File: src/b64_pkg.sv
`default_nettype none
package b64_pkg;

   localparam int JOB_SLOTS  = 4;
   localparam int FIFO_DEPTH = 2;
   localparam int FIFO_PTR_W = $clog2(FIFO_DEPTH);
   localparam int FIFO_CNT_W = $clog2(FIFO_DEPTH + 1);

   localparam logic [7:0] CHAR_PAD   = 8'h3D;
   localparam logic [7:0] CHAR_CR    = 8'h0D;
   localparam logic [7:0] CHAR_LF    = 8'h0A;
   localparam logic [7:0] CHAR_SPACE = 8'h20;

   localparam logic MODE_ENCODE = 1'b0;
   localparam logic MODE_DECODE = 1'b1;

   typedef struct packed {
      logic [7:0] in_byte;
      logic       in_last;
   } req_type;

   typedef struct packed {
      logic [7:0] out_byte;
      logic       out_valid;
      logic       error;
      logic       out_last;
   } rsp_type;

   // up to four results caused by one input item
   typedef struct packed {
      logic [2:0]                  cnt;
      rsp_type [JOB_SLOTS-1:0]     ent;
   } job_type;

   typedef struct packed {
      logic full;
      logic empty;
   } fifo_stat_type;

   function automatic logic [7:0] enc_char(input logic [5:0] six);
      logic [7:0] c;
      if (six < 6'd26)      c = 8'h41 + {2'b00, six};
      else if (six < 6'd52) c = 8'h61 + {2'b00, six} - 8'd26;
      else if (six < 6'd62) c = 8'h30 + {2'b00, six} - 8'd52;
      else if (six == 6'd62) c = 8'h2B;
      else                  c = 8'h2F;
      return c;
   endfunction

   // returns {is_alphabet, sextet}
   function automatic logic [6:0] dec_sextet(input logic [7:0] c);
      logic [6:0] r;
      if (c >= 8'h41 && c <= 8'h5A)      r = {1'b1, 6'(c - 8'h41)};
      else if (c >= 8'h61 && c <= 8'h7A) r = {1'b1, 6'(c - 8'h61 + 8'd26)};
      else if (c >= 8'h30 && c <= 8'h39) r = {1'b1, 6'(c - 8'h30 + 8'd52)};
      else if (c == 8'h2B)               r = {1'b1, 6'd62};
      else if (c == 8'h2F)               r = {1'b1, 6'd63};
      else                               r = 7'd0;
      return r;
   endfunction

endpackage
`default_nettype wire

File: src/b64_front.sv
`default_nettype none
module b64_front (
   input  wire logic             clock,
   input  wire logic             reset,
   input  wire logic             csr_valid,
   input  wire logic             csr_data,
   input  wire logic             take,
   input  wire b64_pkg::req_type req_data,
   output b64_pkg::job_type      job,
   output logic                  push
);
   import b64_pkg::*;

   logic        mode_ff, mode_in;
   logic [15:0] carry_ff, carry_in;
   logic [2:0]  held_ff, held_in;
   logic        disc_ff, disc_in;

   always_comb begin
      logic [23:0] v;
      logic [6:0]  sx;
      logic [3:0]  bits;
      logic [2:0]  sh;
      logic [15:0] cat;
      logic        skip;
      logic [1:0]  li;

      job      = '0;
      li       = 2'd0;
      carry_in = carry_ff;
      held_in  = held_ff;
      disc_in  = disc_ff;
      v        = {carry_ff, req_data.in_byte};
      sx       = dec_sextet(req_data.in_byte);
      bits     = {1'b0, held_ff} + 4'd6;
      sh       = 3'(bits - 4'd8);
      cat      = {carry_ff[9:0], sx[5:0]};
      skip     = req_data.in_byte == CHAR_PAD || req_data.in_byte == CHAR_CR ||
                 req_data.in_byte == CHAR_LF || req_data.in_byte == CHAR_SPACE;

      if (mode_ff == MODE_ENCODE) begin
         if (held_ff >= 3'd2) begin
            job.cnt = 3'd4;
            job.ent[0] = '{enc_char(v[23:18]), 1'b1, 1'b0, 1'b0};
            job.ent[1] = '{enc_char(v[17:12]), 1'b1, 1'b0, 1'b0};
            job.ent[2] = '{enc_char(v[11:6]),  1'b1, 1'b0, 1'b0};
            job.ent[3] = '{enc_char(v[5:0]),   1'b1, 1'b0, 1'b0};
            carry_in = '0;
            held_in  = '0;
         end else begin
            carry_in = {carry_ff[7:0], req_data.in_byte};
            held_in  = held_ff + 3'd1;
         end
         // flush leftover bytes with padding
         if (req_data.in_last && held_in == 3'd1) begin
            job.cnt = 3'd4;
            job.ent[0] = '{enc_char(carry_in[7:2]), 1'b1, 1'b0, 1'b0};
            job.ent[1] = '{enc_char({carry_in[1:0], 4'b0}), 1'b1, 1'b0, 1'b0};
            job.ent[2] = '{CHAR_PAD, 1'b1, 1'b0, 1'b0};
            job.ent[3] = '{CHAR_PAD, 1'b1, 1'b0, 1'b0};
         end else if (req_data.in_last && held_in == 3'd2) begin
            job.cnt = 3'd4;
            job.ent[0] = '{enc_char(carry_in[15:10]), 1'b1, 1'b0, 1'b0};
            job.ent[1] = '{enc_char(carry_in[9:4]), 1'b1, 1'b0, 1'b0};
            job.ent[2] = '{enc_char({carry_in[3:0], 2'b0}), 1'b1, 1'b0, 1'b0};
            job.ent[3] = '{CHAR_PAD, 1'b1, 1'b0, 1'b0};
         end
      end else if (!disc_ff && !skip) begin
         if (!sx[6]) begin
            job.cnt    = 3'd1;
            job.ent[0] = '{8'h00, 1'b0, 1'b1, 1'b0};
            disc_in    = 1'b1;
         end else if (bits >= 4'd8) begin
            job.cnt    = 3'd1;
            job.ent[0] = '{8'(cat >> sh), 1'b1, 1'b0, 1'b0};
            carry_in   = cat & ~(16'hFFFF << sh);
            held_in    = sh;
         end else begin
            carry_in = cat;
            held_in  = bits[2:0];
         end
      end else if (disc_ff && req_data.in_last) begin
         job.cnt    = 3'd1;
         job.ent[0] = '{8'h00, 1'b0, 1'b1, 1'b0};
      end

      if (req_data.in_last) begin
         if (job.cnt == 3'd0) begin
            job.cnt    = 3'd1;
            job.ent[0] = '0;
         end
         li = 2'(job.cnt - 3'd1);
         job.ent[li].out_last = 1'b1;
         carry_in = '0;
         held_in  = '0;
         disc_in  = 1'b0;
      end

      mode_in = mode_ff;
      if (csr_valid) begin
         mode_in  = csr_data;
         carry_in = '0;
         held_in  = '0;
         disc_in  = 1'b0;
      end else if (!take) begin
         carry_in = carry_ff;
         held_in  = held_ff;
         disc_in  = disc_ff;
      end
   end

   assign push = take && job.cnt != 3'd0;

   always_ff @(posedge clock) begin
      if (reset) begin
         mode_ff  <= MODE_ENCODE;
         carry_ff <= '0;
         held_ff  <= '0;
         disc_ff  <= 1'b0;
      end else begin
         mode_ff  <= mode_in;
         carry_ff <= carry_in;
         held_ff  <= held_in;
         disc_ff  <= disc_in;
      end
   end

endmodule
`default_nettype wire

File: src/b64_fifo.sv
`default_nettype none
module b64_fifo (
   input  wire logic             clock,
   input  wire logic             reset,
   input  wire logic             push,
   input  wire b64_pkg::job_type push_job,
   input  wire logic             pop,
   output b64_pkg::job_type      head,
   output b64_pkg::fifo_stat_type stat
);
   import b64_pkg::*;

   job_type                mem_ff [FIFO_DEPTH];
   logic [FIFO_PTR_W-1:0]  wr_ff, wr_in;
   logic [FIFO_PTR_W-1:0]  rd_ff, rd_in;
   logic [FIFO_CNT_W-1:0]  cnt_ff, cnt_in;
   logic                   do_push, do_pop;

   assign stat.full  = cnt_ff == FIFO_CNT_W'(FIFO_DEPTH);
   assign stat.empty = cnt_ff == '0;
   assign do_push    = push && !stat.full;
   assign do_pop     = pop && !stat.empty;
   assign head       = mem_ff[rd_ff];

   always_comb begin
      wr_in  = do_push ? FIFO_PTR_W'((32'(wr_ff) + 1) % FIFO_DEPTH) : wr_ff;
      rd_in  = do_pop  ? FIFO_PTR_W'((32'(rd_ff) + 1) % FIFO_DEPTH) : rd_ff;
      cnt_in = cnt_ff + FIFO_CNT_W'(do_push) - FIFO_CNT_W'(do_pop);
   end

   always_ff @(posedge clock) begin
      if (do_push) begin
         mem_ff[wr_ff] <= push_job;
      end
   end

   always_ff @(posedge clock) begin
      if (reset) begin
         wr_ff  <= '0;
         rd_ff  <= '0;
         cnt_ff <= '0;
      end else begin
         wr_ff  <= wr_in;
         rd_ff  <= rd_in;
         cnt_ff <= cnt_in;
      end
   end

endmodule
`default_nettype wire

File: src/b64_back.sv
`default_nettype none
module b64_back (
   input  wire logic                  clock,
   input  wire logic                  reset,
   input  wire b64_pkg::job_type      head,
   input  wire logic                  q_empty,
   output logic                       pop,
   output logic                       rsp_valid,
   input  wire logic                  rsp_ready,
   output b64_pkg::rsp_type           rsp_data
);
   import b64_pkg::*;

   logic [1:0] idx_ff, idx_in;
   logic       fin;

   assign rsp_valid = !q_empty;
   assign rsp_data  = head.ent[idx_ff];
   assign fin       = ({1'b0, idx_ff} + 3'd1) == head.cnt;
   assign pop       = rsp_valid && rsp_ready && fin;

   always_comb begin
      idx_in = idx_ff;
      if (rsp_valid && rsp_ready) begin
         idx_in = fin ? 2'd0 : idx_ff + 2'd1;
      end
   end

   always_ff @(posedge clock) begin
      if (reset) begin
         idx_ff <= '0;
      end else begin
         idx_ff <= idx_in;
      end
   end

endmodule
`default_nettype wire

File: src/base64_stream_codec.sv
`default_nettype none
// Streaming base64 codec, standard alphabet with '=' padding. Write csr_data (0 encode,
// 1 decode) only while idle; the write also starts a new message. One byte enters per
// transfer on req_; each message ends with an rsp_ result marked out_last. The front
// takes a byte every cycle while its two-entry job queue has room and turns it into a
// job of up to four results; the back sends one result per cycle from the queue head
// while rsp_ready is high, so each result is registered in the job queue before it
// appears. Decode sustains one byte per cycle while rsp_ready is high; encode is
// bounded by the output port at four results per three bytes; a short last group is padded.
module base64_stream_codec (
   input  wire logic             clock,
   input  wire logic             reset,
   input  wire logic             csr_valid,
   output logic                  csr_ready,
   input  wire logic             csr_data,
   input  wire logic             req_valid,
   output logic                  req_ready,
   input  wire b64_pkg::req_type req_data,
   output logic                  rsp_valid,
   input  wire logic             rsp_ready,
   output b64_pkg::rsp_type      rsp_data
);
   import b64_pkg::*;

   job_type       job, head;
   fifo_stat_type stat;
   logic          push, pop, take;

   assign csr_ready = 1'b1;
   assign req_ready = !stat.full;
   assign take      = req_valid && req_ready;

   b64_front u_front (
      .clock     (clock),
      .reset     (reset),
      .csr_valid (csr_valid),
      .csr_data  (csr_data),
      .take      (take),
      .req_data  (req_data),
      .job       (job),
      .push      (push)
   );

   b64_fifo u_fifo (
      .clock    (clock),
      .reset    (reset),
      .push     (push),
      .push_job (job),
      .pop      (pop),
      .head     (head),
      .stat     (stat)
   );

   b64_back u_back (
      .clock     (clock),
      .reset     (reset),
      .head      (head),
      .q_empty   (stat.empty),
      .pop       (pop),
      .rsp_valid (rsp_valid),
      .rsp_ready (rsp_ready),
      .rsp_data  (rsp_data)
   );

   // a result with neither data nor error only closes a message
   a_empty_is_last: assert property (@(posedge clock) disable iff (reset)
      rsp_valid && !rsp_data.out_valid && !rsp_data.error |-> rsp_data.out_last)
      else $error("empty result not marked last");

   a_no_data_no_byte: assert property (@(posedge clock) disable iff (reset)
      rsp_valid && !rsp_data.out_valid |-> rsp_data.out_byte == 8'h00)
      else $error("byte set on a result without data");

   a_err_no_data: assert property (@(posedge clock) disable iff (reset)
      rsp_valid && rsp_data.error |-> !rsp_data.out_valid)
      else $error("error result carries data");

   a_push_has_room: assert property (@(posedge clock) disable iff (reset)
      push |-> !stat.full)
      else $error("job pushed into a full queue");

endmodule
`default_nettype wire
File: config.mk
export PLATFORM = sky130hd
export DESIGN_NAME = base64_stream_codec
export DESIGN_NICKNAME = d
export VERILOG_FILES = /design/src/b64_pkg.sv /design/src/b64_front.sv /design/src/b64_fifo.sv /design/src/b64_back.sv /design/src/base64_stream_codec.sv
export SDC_FILE = /design/constraint.sdc
export NUM_CORES = 1
export LEC_CHECK = 0
export BUFFER_PORTS_ARGS = -buffer_cell sky130_fd_sc_hd__buf_2
export CORE_MARGIN = 10
export CORE_UTILIZATION = 60
export CTS_CLUSTER_DIAMETER = 200
export CTS_CLUSTER_SIZE = 28
export DETAILED_ROUTE_END_ITERATION = 7
export PLACE_DENSITY = 0.77
export SLEW_MARGIN = 10
export SYNTH_ARGS = -nofsm -noshare
export SYNTH_HDL_FRONTEND = slang
export SYNTH_SLANG_ARGS = --single-unit
export TNS_END_PERCENT = 1
File: constraint.sdc
create_clock -name clock -period 10.8 [get_ports clock]
set_input_delay 1.08 -clock clock [delete_from_list [all_inputs] [get_ports clock]]
set_output_delay 1.08 -clock clock [all_outputs]
set_load 0.005 [all_outputs]
* After elaboration in Yosys (flattened, before gate mapping) *
Memories as Yosys holds them, arrays and structs flattened. A register that Yosys moved wholly into a read port is not among the register bits.
Cells that the tools add are included.

word-level totals
  register bits = 27
  input bits = 15
  output and inout port bits = 14
  bits in read-only memories = 0
  latch bits = 0
  memories kept = 1
  bits in writable memories = 94
  logic and storage cells = 246

memory list
  memory         words  bits a word  rd ports  clocked after Yosys merged registers in  write ports  RTL line        RTL
  u_fifo.mem_ff  2      47           1         1                                        1            b64_fifo.sv:13  job_type mem_ff [FIFO_DEPTH];

cells by class
  $lt $le $gt $ge = 38
  bitwise operators = 2
  $add $sub $neg = 60
  equality and inequality tests = 20
  shift operators = 2
  multiply operators = 0
  div/mod/pow operators = 0
  reduce and logical (&&, ||, !) cells = 29
  muxes and demuxes = 86

operators with widths
  kind                     count
  $mux W8                  27
  $mux W47                 4
  $add A7 B6 Y8 const A    18
  $mux W16                 7
  $lt A6 B6 Y1 const B     18
  $mux W11                 7
  $sub A8 B5 Y8 const B    9
  $sub A8 B6 Y8 const B    9
  $add A6 B6 Y7 const A    9
  $mux W3                  19
  $lt A6 B5 Y1 const B     9
  $bwmux W44               1
  $eq A6 B6 Y1 const B     7
  $mux W7                  5
  $mux W33                 1
  $eq A8 B6 Y1 const B     4
  $bmux W11 S2             1
  $demux W11 S2            1
  $and A16 B16 Y16         1
  $eq A8 B4 Y1 const B     2
  $ge A8 B7 Y1 const B     2
  $le A8 B7 Y1 const B     2
  $not A16 Y16             1
  $shl A16 B3 Y16 const A  1
  38 further kinds         72

* Longest topological paths before layout *
  word-level depth = 26
  mapped depth = 20
  depth with buffers taken out = 15

* By module *
A second synthesis with hierarchy kept.

second synthesis, totals
  cells, all modules = 1,083
  area total of the unflattened synthesis = 9,811.9 µm²

modules (own cells, without submodules)
  module               area an instance (µm²)  seq. area each (µm²)  times used  cells an instance
  b64_front            5,723.0                 420.4                 1           876
  b64_fifo             3,631.0                 2,922.8               1           173
  b64_back             436.7                   40.0                  1           30
  base64_stream_codec  21.3                    0.0                   1           4

* Worst setup path before layout *
OpenSTA, ideal clock, no wires.

  kind = input port to flip-flop
  from = in req_data[3] (netlist name)
  to = mem u_fifo.mem_ff[0][0] (netlist name), enable pin
  stages on the path = 10
  path buffers = 2
  arrival = 4.806 ns
  slack = 5.560 ns
  library setup time = 0.433 ns
  path through = buf_2 -> buf_1 -> inv_1 -> ha_1 -> o2111ai_1 -> o21ai_1 -> o31a_4 -> a21oi_2 -> o31ai_4 -> nor2_1

between the ends
  longest elaborated chain between the ends = 18
  elaborated cells between the ends (all ways) = 37

RTL lines
  element                                                               RTL line                   RTL
  start, declared                                                       base64_stream_codec.sv:18  input wire b64_pkg::req_type req_data,
  parallel branches: the longest is 7 deep, another holds $ge A8 B6 Y1  -
  $mux W3 *                                                             b64_front.sv:68            end else if (!disc_ff && !skip) begin
  $mux W3 *                                                             b64_front.sv:41            if (mode_ff == MODE_ENCODE) begin
  $logic_not A3 Y1                                                      b64_front.sv:88            if (job.cnt == 3'd0) begin
  $mux W3                                                               b64_front.sv:88
  $mux W3                                                               b64_front.sv:87            if (req_data.in_last) begin
  $mux W47 *                                                            b64_front.sv:87
  $reduce_bool A3 Y1 *                                                  b64_front.sv:112           assign push = take && job.cnt != 3'd0;
  $logic_and A1 B1 Y1 *                                                 b64_front.sv:112
  $logic_and A1 B1 Y1 *                                                 b64_fifo.sv:21             assign do_push = push && !stat.full;
  $mux W1 *                                                             b64_fifo.sv:32             if (do_push) begin
  $mux W1 (not written as such) *                                       b64_fifo.sv:33             mem_ff[wr_ff] <= push_job;
  end, declared                                                         b64_fifo.sv:13

Every way passes the cells marked *. The select of a mux whose other input is x is not followed.

==> run metrics <==
# resized after CTS 0; Reg clk slew, reported paths 0.08 ns; CP max-delay cell dfxtp_1; CP Buf/Inv Count 3; crit start category flip-flop; Die Ht 147 um; CTS tree done; largest net degree at the start of global routing 57; postcts setup bufs 0; routability cong. 0.976; Initial Util 61.1%; I/O pin count 29; detailed-route via count 8931; vias in the first global route 8104; layout net count 1195; share of the yosys chip area belonging to registers 29.3%; final critical-path required period 5.24 ns; # hold bufs at CTS 0; Peak VDD IR 0.0733 mV; synthesized area per cell 8.57 sq um; Worst path max stage delay 1.01 ns; P_leak 3.72 nW; syn_nets 1231; P_int 761 uW; initial antenna violation count 0; total track usage 25.8%; Congestion Overflow GR 0; Die X 147 um; HPWL Detailed 21400 um; final period utilization 48.5%; CTS Sinks 104; WP data required 10.88 ns; worst path cell trace inv_1, ha_1, and2_1, buf_4, nand2_1, inv_1, ha_1, a41o_1, a22oi_1, or3_1, o211ai_1, a311oi_1, o31ai_1, or3_1; area delta synth->final 4.45%; Clk pwr share 30.8%; Seq pwr share 43.6%; core area 15900 sq um; Routed WL 28900 um; drt wl/cell 21.9 um; RSZ-0062 raised after global routing false; Final Skew 0.0145 ns; first-pass detailed-route iteration total 8; delay-heaviest family, CP compound AO/OA/AOI/OAI gates; synthesized flop and latch total 104; worst hold slack 0.521 ns; PD cells 110 nW/um^2; Fin. Hold Viols 0; Synth Instances 1132; Worst-Margin Slew 1.09 ns; CTS Buf Count 9; outcome completed; Max Slew Vio Count 0; Comb pwr share 25.6%; beginning of the worst hold path u_fifo.rd_ff$_SDFFE_PP0P_; TNS Setup 0 ns; first-pass GRT wire length 45400 um; r2r startpoint u_front.held_ff[1]$_SDFFE_PP0P_; Synth async-reset ratio 0%; setup violators final 0; Net Sw Power 351 uW; kind of end point of the critical path flip-flop; MaxCap Viol Count 0; depth of the CTS H-tree 3; CP Max Fanout 32; Bufs on Longest Clock Path 2; FMAX 191 MHz; Die Area 21700 sq um; worst hold path class flip-flop to flip-flop; remaining antenna violation count 0; clock tree root driver cell clkbuf_16; num rows 46; mapped cell area 9700 sq um; ant diodes 0; 1st-iter DRT viols 1304; Worst EP arrival 5.32 ns; Main synth FF type edfxtp_1; critical setup path kind flip-flop to flip-flop; number of synthesized flops with an enable pin 76; relative slew slack 27.3%; sw frac 31.5%; layout cells sized above 1 9.99%; IO Port Bufs 27; residual DRC count 0; clock latency on the worst-skew pair 0.35 ns; post-synth cell types 84; Critical Path Source u_front.held_ff[1]$_SDFFE_PP0P_; Ys Warns 0; Power, Total 1.11 mW; via/cell ratio 6.78
cell usage in the layout, fill, tap and decap left out, types with 10 or more instances in the layout:
cell type,count
xor2_1,12
nand2b_1,15
inv_1,61
nor2_1,91
ha_1,84
nor2b_1,12
mux2_2,11
o211ai_1,16
edfxtp_1,76
a21oi_1,107
dfxtp_1,27
nand2_1,104
a21o_1,10
nand4_1,17
mux4_2,23
o21ai_0,53
clkbuf_16,11
xnor2_1,37
mux2i_1,18
a31oi_1,29
buf_2,27
a211oi_1,20
nand3_1,37
nor3_1,50
power groups by stage:
stage | Sequential, mW | Clock [mW] | Combinational (mW)
after floorplan | 0.479 | 0 | 0.210
after global placement | 0.491 | 0 | 0.275
after detailed placement | 0.494 | 0 | 0.279
after CTS | 0.485 | 0.345 | 0.280
after global routing | 0.488 | 0.362 | 0.309
final | 0.485 | 0.342 | 0.285
cell families (layout without fill, tap and decap cells):
kind of cell             Yosys count  count (layout)  share of synthesized area [%]
buffers and inverters            144             113                           6.27
multiplexers                      53              53                           8.71
flip-flops                       104             104                           29.3
adder cells (fa/ha/maj)           84              84                           10.8
other                              1               1                         0.0387
AND/OR/NAND/NOR                  374             374                           18.2
XOR/XNOR                          49              49                           4.42
AO/OA/AOI/OAI                    323             323                           22.2
worst min-delay path: stages (launching register included):
cell,delay [ns]
dfxtp_1,0.33
xnor2_1,0.09
nor2_1,0.08
cell usage after synthesis, drive strengths merged (8+ instances only):
cell	count	share of area, %
or3	9	0.58
a31oi	29	1.9
nand3	37	1.9
nand2	104	4.0
mux2	11	1.3
nand2b	15	0.97
and2	10	0.64
mux4	23	5.3
nor2b	12	0.77
edfxtp	76	24
o22ai	9	0.58
mux2i	19	2.1
inv	61	2.4
dfxtp	28	5.8
and3	8	0.52
a21o	10	0.77
o211ai	16	1.2
nor2	95	3.8
xnor2	37	3.3
ha	84	11
a21oi	109	5.7
a211oi	21	1.7
buf	31	1.9
nor3	51	2.7
o21ai	58	3.1
nand4	17	1.1
o311ai	12	1.3
clkbuf	50	1.9
xor2	12	1.1
layout make-up:
type | instances | area, sq um
multi-input cells | 884 | 6260
flip-flops and latches | 104 | 2840
clock inverters | 5 | 53.8
fillers | 1365 | 5750
clock buffers | 11 | 275
repair buffers | 34 | 188
inverters | 63 | 236
well taps | 216 | 270
path summary, 6_finish.rpt:
kind / slack (ns) / cells past startpoint / end
hold reg to reg: 0.52 / 2 / u_fifo.rd_ff$_SDFFE_PP0P_
hold / removal: 0.52 / 2 / u_fifo.rd_ff$_SDFFE_PP0P_
setup reg to reg: 5.56 / 14 / u_fifo.mem_ff[1][6]$_DFFE_PP_
setup / recovery: 5.56 / 14 / u_fifo.mem_ff[1][6]$_DFFE_PP_
sequential cells by signal, indices dropped and copies added (netlist names), named ones only:
signal and cells:
u_fifo.mem_ff 76, u_front.mode_ff 1, u_fifo.wr_ff 1, u_fifo.rd_ff 1, u_front.disc_ff 1, u_front.carry_ff 16, u_front.held_ff 3, u_fifo.cnt_ff 2
u_back.idx_ff 2
routing by layer:
metal	wire length [um]	part of all wire [%]	global-route usage (%)	vias to the layer above
met2	13000	45	39.5	542
met5	0	0	0	-
met3	2780	9.6	4.58	72
li1	-	-	-	4104
met4	985	3.4	9.02	0
met1	12100	42	35.9	4213
stage by stage:
stage / setup WS (ns) / cells / util (%) / instance area (sq um)
CTS: 5.75 / 1317 / 63.8 / 10100
finish: 5.56 / 1317 / 63.8 / 10100
global route: 5.36 / 1317 / 63.8 / 10100
detailed placement: 5.76 / 1301 / 61.7 / 9800
floorplan: 5.56 / 1132 / - / 9700
global placement: 5.91 / 1301 / 61.7 / 9800
Note: power is estimated with default switching activity, not from simulation.
